[src/tppd_pkg.sv]
// Shared types and constants of the tablet packet position decoder.
`default_nettype none

package tppd_pkg;

	// Field widths
	localparam int PAD_W   = 8;
	localparam int DATA_W  = 6;
	localparam int BTN_W   = 4;
	localparam int RAW_W   = 12;
	localparam int CAP_W   = 2 * RAW_W;
	localparam int PTS_W   = 13;
	localparam int X_W     = 13;
	localparam int Y_W     = 14;
	localparam int CNT_W   = 3;
	localparam int ADDR_W  = 3;
	localparam int APB_W   = 32;

	// Pad byte layout
	localparam int FLAG_BIT = 6;
	localparam int BTN_LSB  = 2;

	// Capture counter codes
	localparam logic [CNT_W-1:0] CAP_IDLE  = 3'd0;
	localparam logic [CNT_W-1:0] CAP_FIRST = 3'd1;
	localparam logic [CNT_W-1:0] CAP_LAST  = 3'd4;

	// Register map (index = byte address / 4)
	localparam logic [ADDR_W-3:0] REG_POINTS = 1'b0;

	// Points register
	localparam logic [PTS_W-1:0] POINTS_RESET = 13'd512;
	localparam logic [PTS_W-1:0] POINTS_MAX   = 13'd4096;

	// Pad full-scale span, default for the top level parameter
	localparam int PAD_SPAN_DEFAULT = 2200;

	// Output saturation limits
	localparam int X_MAX = 8191;
	localparam int Y_MAX = 8191;
	localparam int Y_MIN = -8192;

	// Snapshot of the chosen packet taken at batch end
	typedef struct packed {
		logic [CAP_W-1:0] raw;
		logic [BTN_W-1:0] buttons;
		logic             found;
	} snap_t;

endpackage

`default_nettype wire

[src/tppd_parser.sv]
// Byte stream parser: packet capture, choice tracking and batch-end snapshot.
`default_nettype none

module tppd_parser (
	input  wire logic                      clk,
	input  wire logic                      arst_n,
	input  wire logic                      in_valid,
	output logic                           in_stall,
	input  wire logic [tppd_pkg::PAD_W-1:0] pad_byte,
	input  wire logic                      batch_end,
	output tppd_pkg::snap_t                snap_s1,
	output logic                           snap_valid_s1,
	input  wire logic                      snap_stall
);
	import tppd_pkg::*;

	logic [CNT_W-1:0] cnt_q, cnt_n;
	logic [BTN_W-1:0] btn_q, btn_n;
	logic [CAP_W-1:0] data_q, data_n;
	logic [BTN_W-1:0] ch_btn_q, ch_btn_n;
	logic [CAP_W-1:0] ch_raw_q, ch_raw_n;
	logic             ch_v_q, ch_v_n;
	logic             lock_q, lock_n;
	logic             accept;
	logic             s1_free;

	// A batch-end request needs the snapshot register free
	assign s1_free  = !snap_valid_s1 || !snap_stall;
	assign in_stall = batch_end && !s1_free;
	assign accept   = in_valid && !in_stall;

	// Next capture and choice state for the current byte
	always_comb begin
		cnt_n    = cnt_q;
		btn_n    = btn_q;
		data_n   = data_q;
		ch_btn_n = ch_btn_q;
		ch_raw_n = ch_raw_q;
		ch_v_n   = ch_v_q;
		lock_n   = lock_q;
		if (pad_byte[FLAG_BIT]) begin
			// flag byte (re)starts a packet
			btn_n  = pad_byte[BTN_LSB +: BTN_W];
			data_n = '0;
			cnt_n  = CAP_FIRST;
		end else if (cnt_q != CAP_IDLE) begin
			data_n[DATA_W * (int'(cnt_q) - 1) +: DATA_W] = pad_byte[DATA_W-1:0];
			if (cnt_q == CAP_LAST) begin
				// packet complete
				if (!lock_q) begin
					ch_btn_n = btn_q;
					ch_raw_n = data_n;
					ch_v_n   = 1'b1;
					if (btn_q != '0) begin
						lock_n = 1'b1;
					end
				end
				cnt_n = CAP_IDLE;
			end else begin
				cnt_n = cnt_q + CNT_W'(1);
			end
		end
	end

	// Parser state; cleared after every batch
	always_ff @(posedge clk or negedge arst_n) begin
		if (!arst_n) begin
			cnt_q    <= CAP_IDLE;
			btn_q    <= '0;
			data_q   <= '0;
			ch_btn_q <= '0;
			ch_raw_q <= '0;
			ch_v_q   <= 1'b0;
			lock_q   <= 1'b0;
		end else if (accept) begin
			if (batch_end) begin
				cnt_q    <= CAP_IDLE;
				btn_q    <= '0;
				data_q   <= '0;
				ch_btn_q <= '0;
				ch_raw_q <= '0;
				ch_v_q   <= 1'b0;
				lock_q   <= 1'b0;
			end else begin
				cnt_q    <= cnt_n;
				btn_q    <= btn_n;
				data_q   <= data_n;
				ch_btn_q <= ch_btn_n;
				ch_raw_q <= ch_raw_n;
				ch_v_q   <= ch_v_n;
				lock_q   <= lock_n;
			end
		end
	end

	// Snapshot valid
	always_ff @(posedge clk or negedge arst_n) begin
		if (!arst_n) begin
			snap_valid_s1 <= 1'b0;
		end else if (accept && batch_end) begin
			snap_valid_s1 <= 1'b1;
		end else if (!snap_stall) begin
			snap_valid_s1 <= 1'b0;
		end
	end

	// Snapshot payload, includes the effect of the batch-end byte
	always_ff @(posedge clk) begin
		if (accept && batch_end) begin
			snap_s1.raw     <= ch_raw_n;
			snap_s1.buttons <= ch_btn_n;
			snap_s1.found   <= ch_v_n;
		end
	end

	a_cnt_range: assert property (@(posedge clk) disable iff (!arst_n)
		cnt_q <= CAP_LAST)
		else $error("capture counter out of range");

	a_batch_clear: assert property (@(posedge clk) disable iff (!arst_n)
		accept && batch_end |=> snap_valid_s1 && cnt_q == CAP_IDLE && !ch_v_q && !lock_q)
		else $error("batch end did not clear state or load snapshot");

endmodule

`default_nettype wire

[src/tppd_scaler.sv]
// Scaling pipeline: raw times points, division by the pad span, output register.
`default_nettype none

module tppd_scaler #(
	parameter int PAD_SPAN = tppd_pkg::PAD_SPAN_DEFAULT
) (
	input  wire logic                       clk,
	input  wire logic                       arst_n,
	input  wire logic [tppd_pkg::PTS_W-1:0] points,
	input  wire tppd_pkg::snap_t            snap_s1,
	input  wire logic                       snap_valid_s1,
	output logic                            snap_stall,
	output logic                            out_valid,
	input  wire logic                       out_stall,
	output logic [tppd_pkg::X_W-1:0]        x_position,
	output logic signed [tppd_pkg::Y_W-1:0] y_position,
	output logic [tppd_pkg::BTN_W-1:0]      button_bits,
	output logic                            found
);
	import tppd_pkg::*;

	// Exact reciprocal of PAD_SPAN for NUM_W-bit products
	localparam int NUM_W   = RAW_W + PTS_W;
	localparam int SHIFT   = NUM_W + $clog2(PAD_SPAN);
	localparam int RECIP_W = NUM_W + 2;
	localparam int PROD_W  = SHIFT + NUM_W;
	localparam logic [RECIP_W-1:0] RECIP =
		RECIP_W'(((64'd1 << SHIFT) + 64'(PAD_SPAN) - 64'd1) / 64'(PAD_SPAN));
	localparam logic [NUM_W-1:0]        X_HI = NUM_W'(X_MAX);
	localparam logic signed [NUM_W:0]   Y_HI = (NUM_W + 1)'(Y_MAX);
	localparam logic signed [NUM_W:0]   Y_LO = (NUM_W + 1)'(Y_MIN);

	logic             s2_v, s3_v;
	logic             s2_free, s3_free, out_free;
	logic [PTS_W-1:0] span;
	logic [NUM_W-1:0] px_s2, py_s2;
	logic [PTS_W-1:0] span_s2, span_s3;
	logic [BTN_W-1:0] btn_s2, btn_s3;
	logic             fnd_s2, fnd_s3;
	logic [NUM_W-1:0] qx_s3, qy_s3;
	logic [PROD_W-1:0] qx_full, qy_full;
	logic signed [NUM_W:0] y_diff;

	// Stage flow control: a stage loads when empty or when it moves on
	assign out_free   = !out_valid || !out_stall;
	assign s3_free    = !s3_v || out_free;
	assign s2_free    = !s2_v || s3_free;
	assign snap_stall = !s2_free;

	always_ff @(posedge clk or negedge arst_n) begin
		if (!arst_n) begin
			s2_v      <= 1'b0;
			s3_v      <= 1'b0;
			out_valid <= 1'b0;
		end else begin
			if (s2_free) begin
				s2_v <= snap_valid_s1;
			end
			if (s3_free) begin
				s3_v <= s2_v;
			end
			if (out_free) begin
				out_valid <= s3_v;
			end
		end
	end

	// Points clamped to the pad's resolution
	assign span = (points > POINTS_MAX) ? POINTS_MAX : points;

	// Stage 2: raw coordinate times span
	always_ff @(posedge clk) begin
		if (s2_free) begin
			px_s2   <= NUM_W'(snap_s1.raw[RAW_W-1:0]) * NUM_W'(span);
			py_s2   <= NUM_W'(snap_s1.raw[CAP_W-1:RAW_W]) * NUM_W'(span);
			span_s2 <= span;
			btn_s2  <= snap_s1.buttons;
			fnd_s2  <= snap_s1.found;
		end
	end

	// Stage 3: divide by the pad span through the reciprocal
	assign qx_full = PROD_W'(px_s2) * PROD_W'(RECIP);
	assign qy_full = PROD_W'(py_s2) * PROD_W'(RECIP);

	always_ff @(posedge clk) begin
		if (s3_free) begin
			qx_s3   <= qx_full[SHIFT +: NUM_W];
			qy_s3   <= qy_full[SHIFT +: NUM_W];
			span_s3 <= span_s2;
			btn_s3  <= btn_s2;
			fnd_s3  <= fnd_s2;
		end
	end

	// Output stage: y from the span, saturation, empty batch gives zeros
	assign y_diff = $signed({{(NUM_W + 1 - PTS_W){1'b0}}, span_s3})
		- $signed({1'b0, qy_s3});

	always_ff @(posedge clk) begin
		if (out_free) begin
			found       <= fnd_s3;
			button_bits <= btn_s3;
			if (!fnd_s3) begin
				x_position <= '0;
				y_position <= '0;
			end else begin
				x_position <= (qx_s3 > X_HI) ? X_HI[X_W-1:0] : qx_s3[X_W-1:0];
				if (y_diff > Y_HI) begin
					y_position <= Y_HI[Y_W-1:0];
				end else if (y_diff < Y_LO) begin
					y_position <= Y_LO[Y_W-1:0];
				end else begin
					y_position <= y_diff[Y_W-1:0];
				end
			end
		end
	end

	a_empty_zero: assert property (@(posedge clk) disable iff (!arst_n)
		out_valid && !found |-> x_position == '0 && y_position == '0 && button_bits == '0)
		else $error("empty batch result carries nonzero fields");

	a_s3_hold: assert property (@(posedge clk) disable iff (!arst_n)
		s3_v && out_valid && out_stall |=> s3_v && $stable(qx_s3) && $stable(qy_s3))
		else $error("stage 3 lost data under stall");

endmodule

`default_nettype wire

[src/tablet_packet_position_decoder.sv]
// Top level of the tablet packet position decoder with its points register.
//
// Takes one pad byte per clock cycle. Bytes are always accepted except a byte
// that ends a batch while the snapshot register is still full behind a stalled
// result. A batch-end request yields one result, which passes in turn through
// the snapshot, multiply, reciprocal-divide and output registers; batches can
// follow each other byte by byte. The points register lies at byte address 0
// and should be written only while no result is pending; values above 4096
// act as 4096.
`default_nettype none

module tablet_packet_position_decoder #(
	parameter int PAD_SPAN = tppd_pkg::PAD_SPAN_DEFAULT
) (
	input  wire logic                        clk,
	input  wire logic                        arst_n,
	// pad byte channel
	input  wire logic                        in_valid,
	output logic                             in_stall,
	input  wire logic [tppd_pkg::PAD_W-1:0]  pad_byte,
	input  wire logic                        batch_end,
	// result channel
	output logic                             out_valid,
	input  wire logic                        out_stall,
	output logic [tppd_pkg::X_W-1:0]         x_position,
	output logic signed [tppd_pkg::Y_W-1:0]  y_position,
	output logic [tppd_pkg::BTN_W-1:0]       button_bits,
	output logic                             found,
	// configuration port
	input  wire logic                        psel,
	input  wire logic                        penable,
	input  wire logic                        pwrite,
	input  wire logic [tppd_pkg::ADDR_W-1:0] paddr,
	input  wire logic [tppd_pkg::APB_W-1:0]  pwdata,
	output logic [tppd_pkg::APB_W-1:0]       prdata,
	output logic                             pready
);
	import tppd_pkg::*;

	logic [PTS_W-1:0] points_q;
	snap_t            snap_s1;
	logic             snap_valid_s1;
	logic             snap_stall;
	logic             reg_hit;

	// Configuration register
	assign pready  = 1'b1;
	assign reg_hit = (paddr[ADDR_W-1:2] == REG_POINTS);

	always_ff @(posedge clk or negedge arst_n) begin
		if (!arst_n) begin
			points_q <= POINTS_RESET;
		end else if (psel && penable && pwrite && reg_hit) begin
			points_q <= pwdata[PTS_W-1:0];
		end
	end

	assign prdata = reg_hit ? {{(APB_W - PTS_W){1'b0}}, points_q} : '0;

	tppd_parser u_parser (
		.clk           (clk),
		.arst_n        (arst_n),
		.in_valid      (in_valid),
		.in_stall      (in_stall),
		.pad_byte      (pad_byte),
		.batch_end     (batch_end),
		.snap_s1       (snap_s1),
		.snap_valid_s1 (snap_valid_s1),
		.snap_stall    (snap_stall)
	);

	tppd_scaler #(
		.PAD_SPAN (PAD_SPAN)
	) u_scaler (
		.clk           (clk),
		.arst_n        (arst_n),
		.points        (points_q),
		.snap_s1       (snap_s1),
		.snap_valid_s1 (snap_valid_s1),
		.snap_stall    (snap_stall),
		.out_valid     (out_valid),
		.out_stall     (out_stall),
		.x_position    (x_position),
		.y_position    (y_position),
		.button_bits   (button_bits),
		.found         (found)
	);

endmodule

`default_nettype wire
[config.mk]
export PLATFORM = sky130hd
export DESIGN_NAME = tablet_packet_position_decoder
export DESIGN_NICKNAME = d
export VERILOG_FILES = /design/src/tppd_pkg.sv /design/src/tppd_parser.sv /design/src/tppd_scaler.sv /design/src/tablet_packet_position_decoder.sv
export SDC_FILE = /design/constraint.sdc
export NUM_CORES = 2
export LEC_CHECK = 0
export ABC_AREA = 1
export BUFFER_PORTS_ARGS = -buffer_cell sky130_fd_sc_hd__buf_2
export CORE_MARGIN = 2
export CORE_UTILIZATION = 25
export CTS_BUF_LIST = sky130_fd_sc_hd__clkbuf_8
export CTS_CLUSTER_SIZE = 25
export DETAILED_ROUTE_END_ITERATION = 8
export SYNTH_ARGS = -nofsm -noshare
export SYNTH_HDL_FRONTEND = slang
export SYNTH_HIERARCHICAL = 1
export SYNTH_SLANG_ARGS = --single-unit
[constraint.sdc]
create_clock -name clk -period 5.6 [get_ports clk]
set_input_delay 0.28 -clock clk [delete_from_list [all_inputs] [get_ports clk]]
set_output_delay 0.28 -clock clk [all_outputs]
set_load 0.02 [all_outputs]
==> results.toml <==
[cells_and_area]
regArea_um2 = 7210
multi_input_comb_area_um2 = 33300
drive_above_1_share_pct = 19.7
fillers = 18000
final_area_um2 = 53700
syn2layout_area_growth_pct = 24.5
final_cells = 7899
fin_nets = 6900

[worst_setup_path]
crit_path_top_delay_cell = "fa_1"
start_kind = "flop"
slowest_delay_ns = 0.52
crit_top_cell = "fa_1"
critPathArrivalTime_ns = 6.13
end_kind = "flop"
crit_fanout = 3
cp.required_ns = 6.03
worstSetupPathType = "reg -> reg"
crit_chain = "buf_6 -> buf_4 -> fa_1 -> fa_1 -> inv_1 -> fa_1 -> fa_1 -> fa_1 -> fa_1 -> inv_2 -> fa_2 -> ha_4 -> nand2_4 -> nor2_4 -> nand2_2 -> inv_2 -> nand3_4 -> nor3_4 -> nand3_2 -> nand4_1 -> nand2_1"

[floorplanning]
die_h_um = 419
io_pins = 118
initial_core_util_pct = 25.2
core_um2 = 172000
die_w_um = 419
row_count = 152
dieArea_um2 = 176000

[grt]
grt_max_degree = 77
antenna_found_initial = 1
grt_pass1_wl_um = 190000
grt-ovfl-total = 0
grt_pass1_vias = 35500
grt_usage_pct = 13.6

[clock_network]
clk_pin_slew_ns = 0.06
clock_latency_ns = 0.70
clkSinkCount = 253
htreeDepth = 2
cts_tree = "yes"
cts-root-buf = "clkbuf_8"
clockBufferDepth = 3
cts_made_buffers = 49

[sta]
fin_skew_ns = 0.0475
post-route-min-period_ns = 5.69
tightest_slew_ns = 1.15
slew-limit-headroom_pct = 23.0
finalMaxSlewViolations = 0
min_period_over_period_pct = 102
rsz0062_at_grt = "true"
fmax_ghz = 0.176
setup_viol = 13
hold_viol_final = 0
postLayoutSetupSlackWorst_ns = -0.0942

[outcome]
outcome = "finished, violations left"
violations = "setup timing"

[detailed_routing]
dr_total_vias = 34300
drcViolationCount = 0
drtAntennaViolNets = 0
wl_per_cell_um = 15.4
drt-initial-drc-count = 1695
vias_per_cell = 4.34
routed_wl_um = 121000
dr.pass1.iters = 6

[logic_synthesis]
async_flop_share_pct = 30.8
yosysTopAreaCell = "fa_1"
synthFlopType = "edfxtp_1"
yosys_register_bits = 253
synth_area_leaders = "fa_1 28%, ha_1 20%, edfxtp_1 12%, inv_1 11%, nand2_1 8.0%"
yosys.area.top_type_share_pct = 27.8
yosysSeqAreaShare_pct = 16.7
synth_edf_count = 175
synth_area_um2 = 43200
synth.most_common_cell = "inv_1"
netlist_top_cells_count = "1233 x inv_1, 921 x nand2_1, 704 x ha_1"
yosysUniqueCellTypes = 64
synth_area_per_cell_um2 = 8.58
yosysWarnings = 6
syn_inst = 5032

[place]
place_area_um2 = 48800
placement.io_buffers = 75
dp_cells = 7697
hpwl_um = 101000
globalplace.congestion = 0.946

[hold_path]
hp-class = "in -> reg"

[flow_run]
drv_cap = 0
cells in the final DEF, fill, tap and decap left out, types with 28 or more instances in the layout:
cell | synthesis | routed
ha_1 | 704 | 639
dfrtp_1 | 77 | 77
clkbuf_8 | 0 | 52
fa_2 | 0 | 28
a21oi_2 | 0 | 42
fa_1 | 599 | 571
a21oi_1 | 185 | 125
nand2_1 | 921 | 838
nand2_4 | 5 | 32
xor2_1 | 39 | 32
ha_4 | 0 | 55
nor2_4 | 3 | 35
o21ai_0 | 133 | 91
nand2_2 | 23 | 69
inv_2 | 8 | 38
edfxtp_1 | 175 | 175
buf_4 | 26 | 376
nand4_1 | 44 | 44
o21ai_1 | 21 | 41
nor2_1 | 364 | 295
nand3_1 | 172 | 152
buf_2 | 17 | 74
dlygate4sd3_1 | 0 | 32
buf_6 | 12 | 28
inv_1 | 1233 | 1203
buf_12 | 0 | 28
nor2_2 | 7 | 44
critical path: cells and delay by family, from the launching register on:
| kind | cells | cell delay (ns) |
|---|---|---|
| DFF | 1 | 0.40 |
| and+or+nand+nor | 8 | 0.85 |
| buffers and inverters | 5 | 0.44 |
| adders and majority gates | 8 | 3.72 |
what timing repair did:
| item | 4_1_cts | 5_1_grt |
|---|---|---|
| pin swaps | 45 | 180 |
| hold endpoints to repair | 95 | 0 |
| gates cloned | 0 | 3 |
| buffers inserted | 19 | 58 |
| gates resized for setup | 174 | 511 |
| hold buffers | 32 | 0 |
| endpoints found under the setup margin | 53 | 60 |
cell type report:
class / instances / share of cell area [%]
well taps: 2310 / 5.38
repair inverters: 2 / 0.0396
flip-flops and latches: 253 / 13.4
clock inverters: 40 / 0.624
clock buffers: 52 / 1.33
multi-input cells: 3453 / 62.1
diodes: 2 / 0.00932
repair buffers: 540 / 8.25
inverters: 1247 / 8.87
layer usage:
| metal | share of wire (%) | vias to the layer above | GRT usage [%] |
|---|---|---|---|
| met2 | 48 | 740 | 23.0 |
| met3 | 4.2 | 137 | 1.43 |
| li1 | - | 16600 | - |
| met5 | 0 | - | 0 |
| met1 | 46 | 16800 | 18.5 |
| met4 | 2.0 | 0 | 3.21 |
registers in the layout, indices dropped and copies added (netlist names), 13 cells and up:
name	cells
u_parser/snap_s1	29
u_scaler/px_s2	25
u_scaler/py_s2	25
u_parser/ch_raw_q	24
u_parser/data_q	24
u_scaler/qx_s3	14
u_scaler/qy_s3	14
u_scaler/y_position	14
points_q	13
u_scaler/span_s2	13
u_scaler/span_s3	13
u_scaler/x_position	13
cells by family (layout without fill, tap and decap cells):
kind of cell	Yosys count	count (layout)	share of synthesized area [%]
compound gates	446	446	5.82
xor+xnor	66	66	1.38
fa+ha+maj	1303	1303	48.2
buf+inv	1344	1881	12.2
flops	253	253	16.7
other cells	2	22	0.0174
simple gates	1618	1618	15.7
through the flow:
step	worst slack, ns	setup TNS (ns)	hold slack (ns)	util (%)
5_1_grt	-0.286	-6.66	0.0501	31.3
4_1_cts	-0.0984	-0.360	0.00528	29.7
6_report	-0.0942	-0.759	0.0719	31.3
3_5_place_dp	-0.212	-5.53	0.0705	28.5
3_3_place_gp	-0.227	-4.16	0.0693	28.5
2_1_floorplan	0.115	0	-0.0156	-
worst paths after layout:
path,slack [ns],start,depth (start not counted),end
min in group asynchronous,0.36,arst_n,3,points_q[10]
hold / removal,0.07,pad_byte[4],3,u_parser/btn_q[2]
setup reg to reg,-0.09,u_scaler/py_s2[4],21,u_scaler/qy_s3[5]
hold reg to reg,0.41,u_scaler/span_s2[12],0,u_scaler/span_s3[12]
max in group asynchronous,4.53,arst_n,3,u_scaler/s3_v
setup / recovery,-0.09,u_scaler/py_s2[4],21,u_scaler/qy_s3[5]
Power is not shown: default switching activity piles up to over one toggle a cycle in this logic, so the estimate is an artifact.
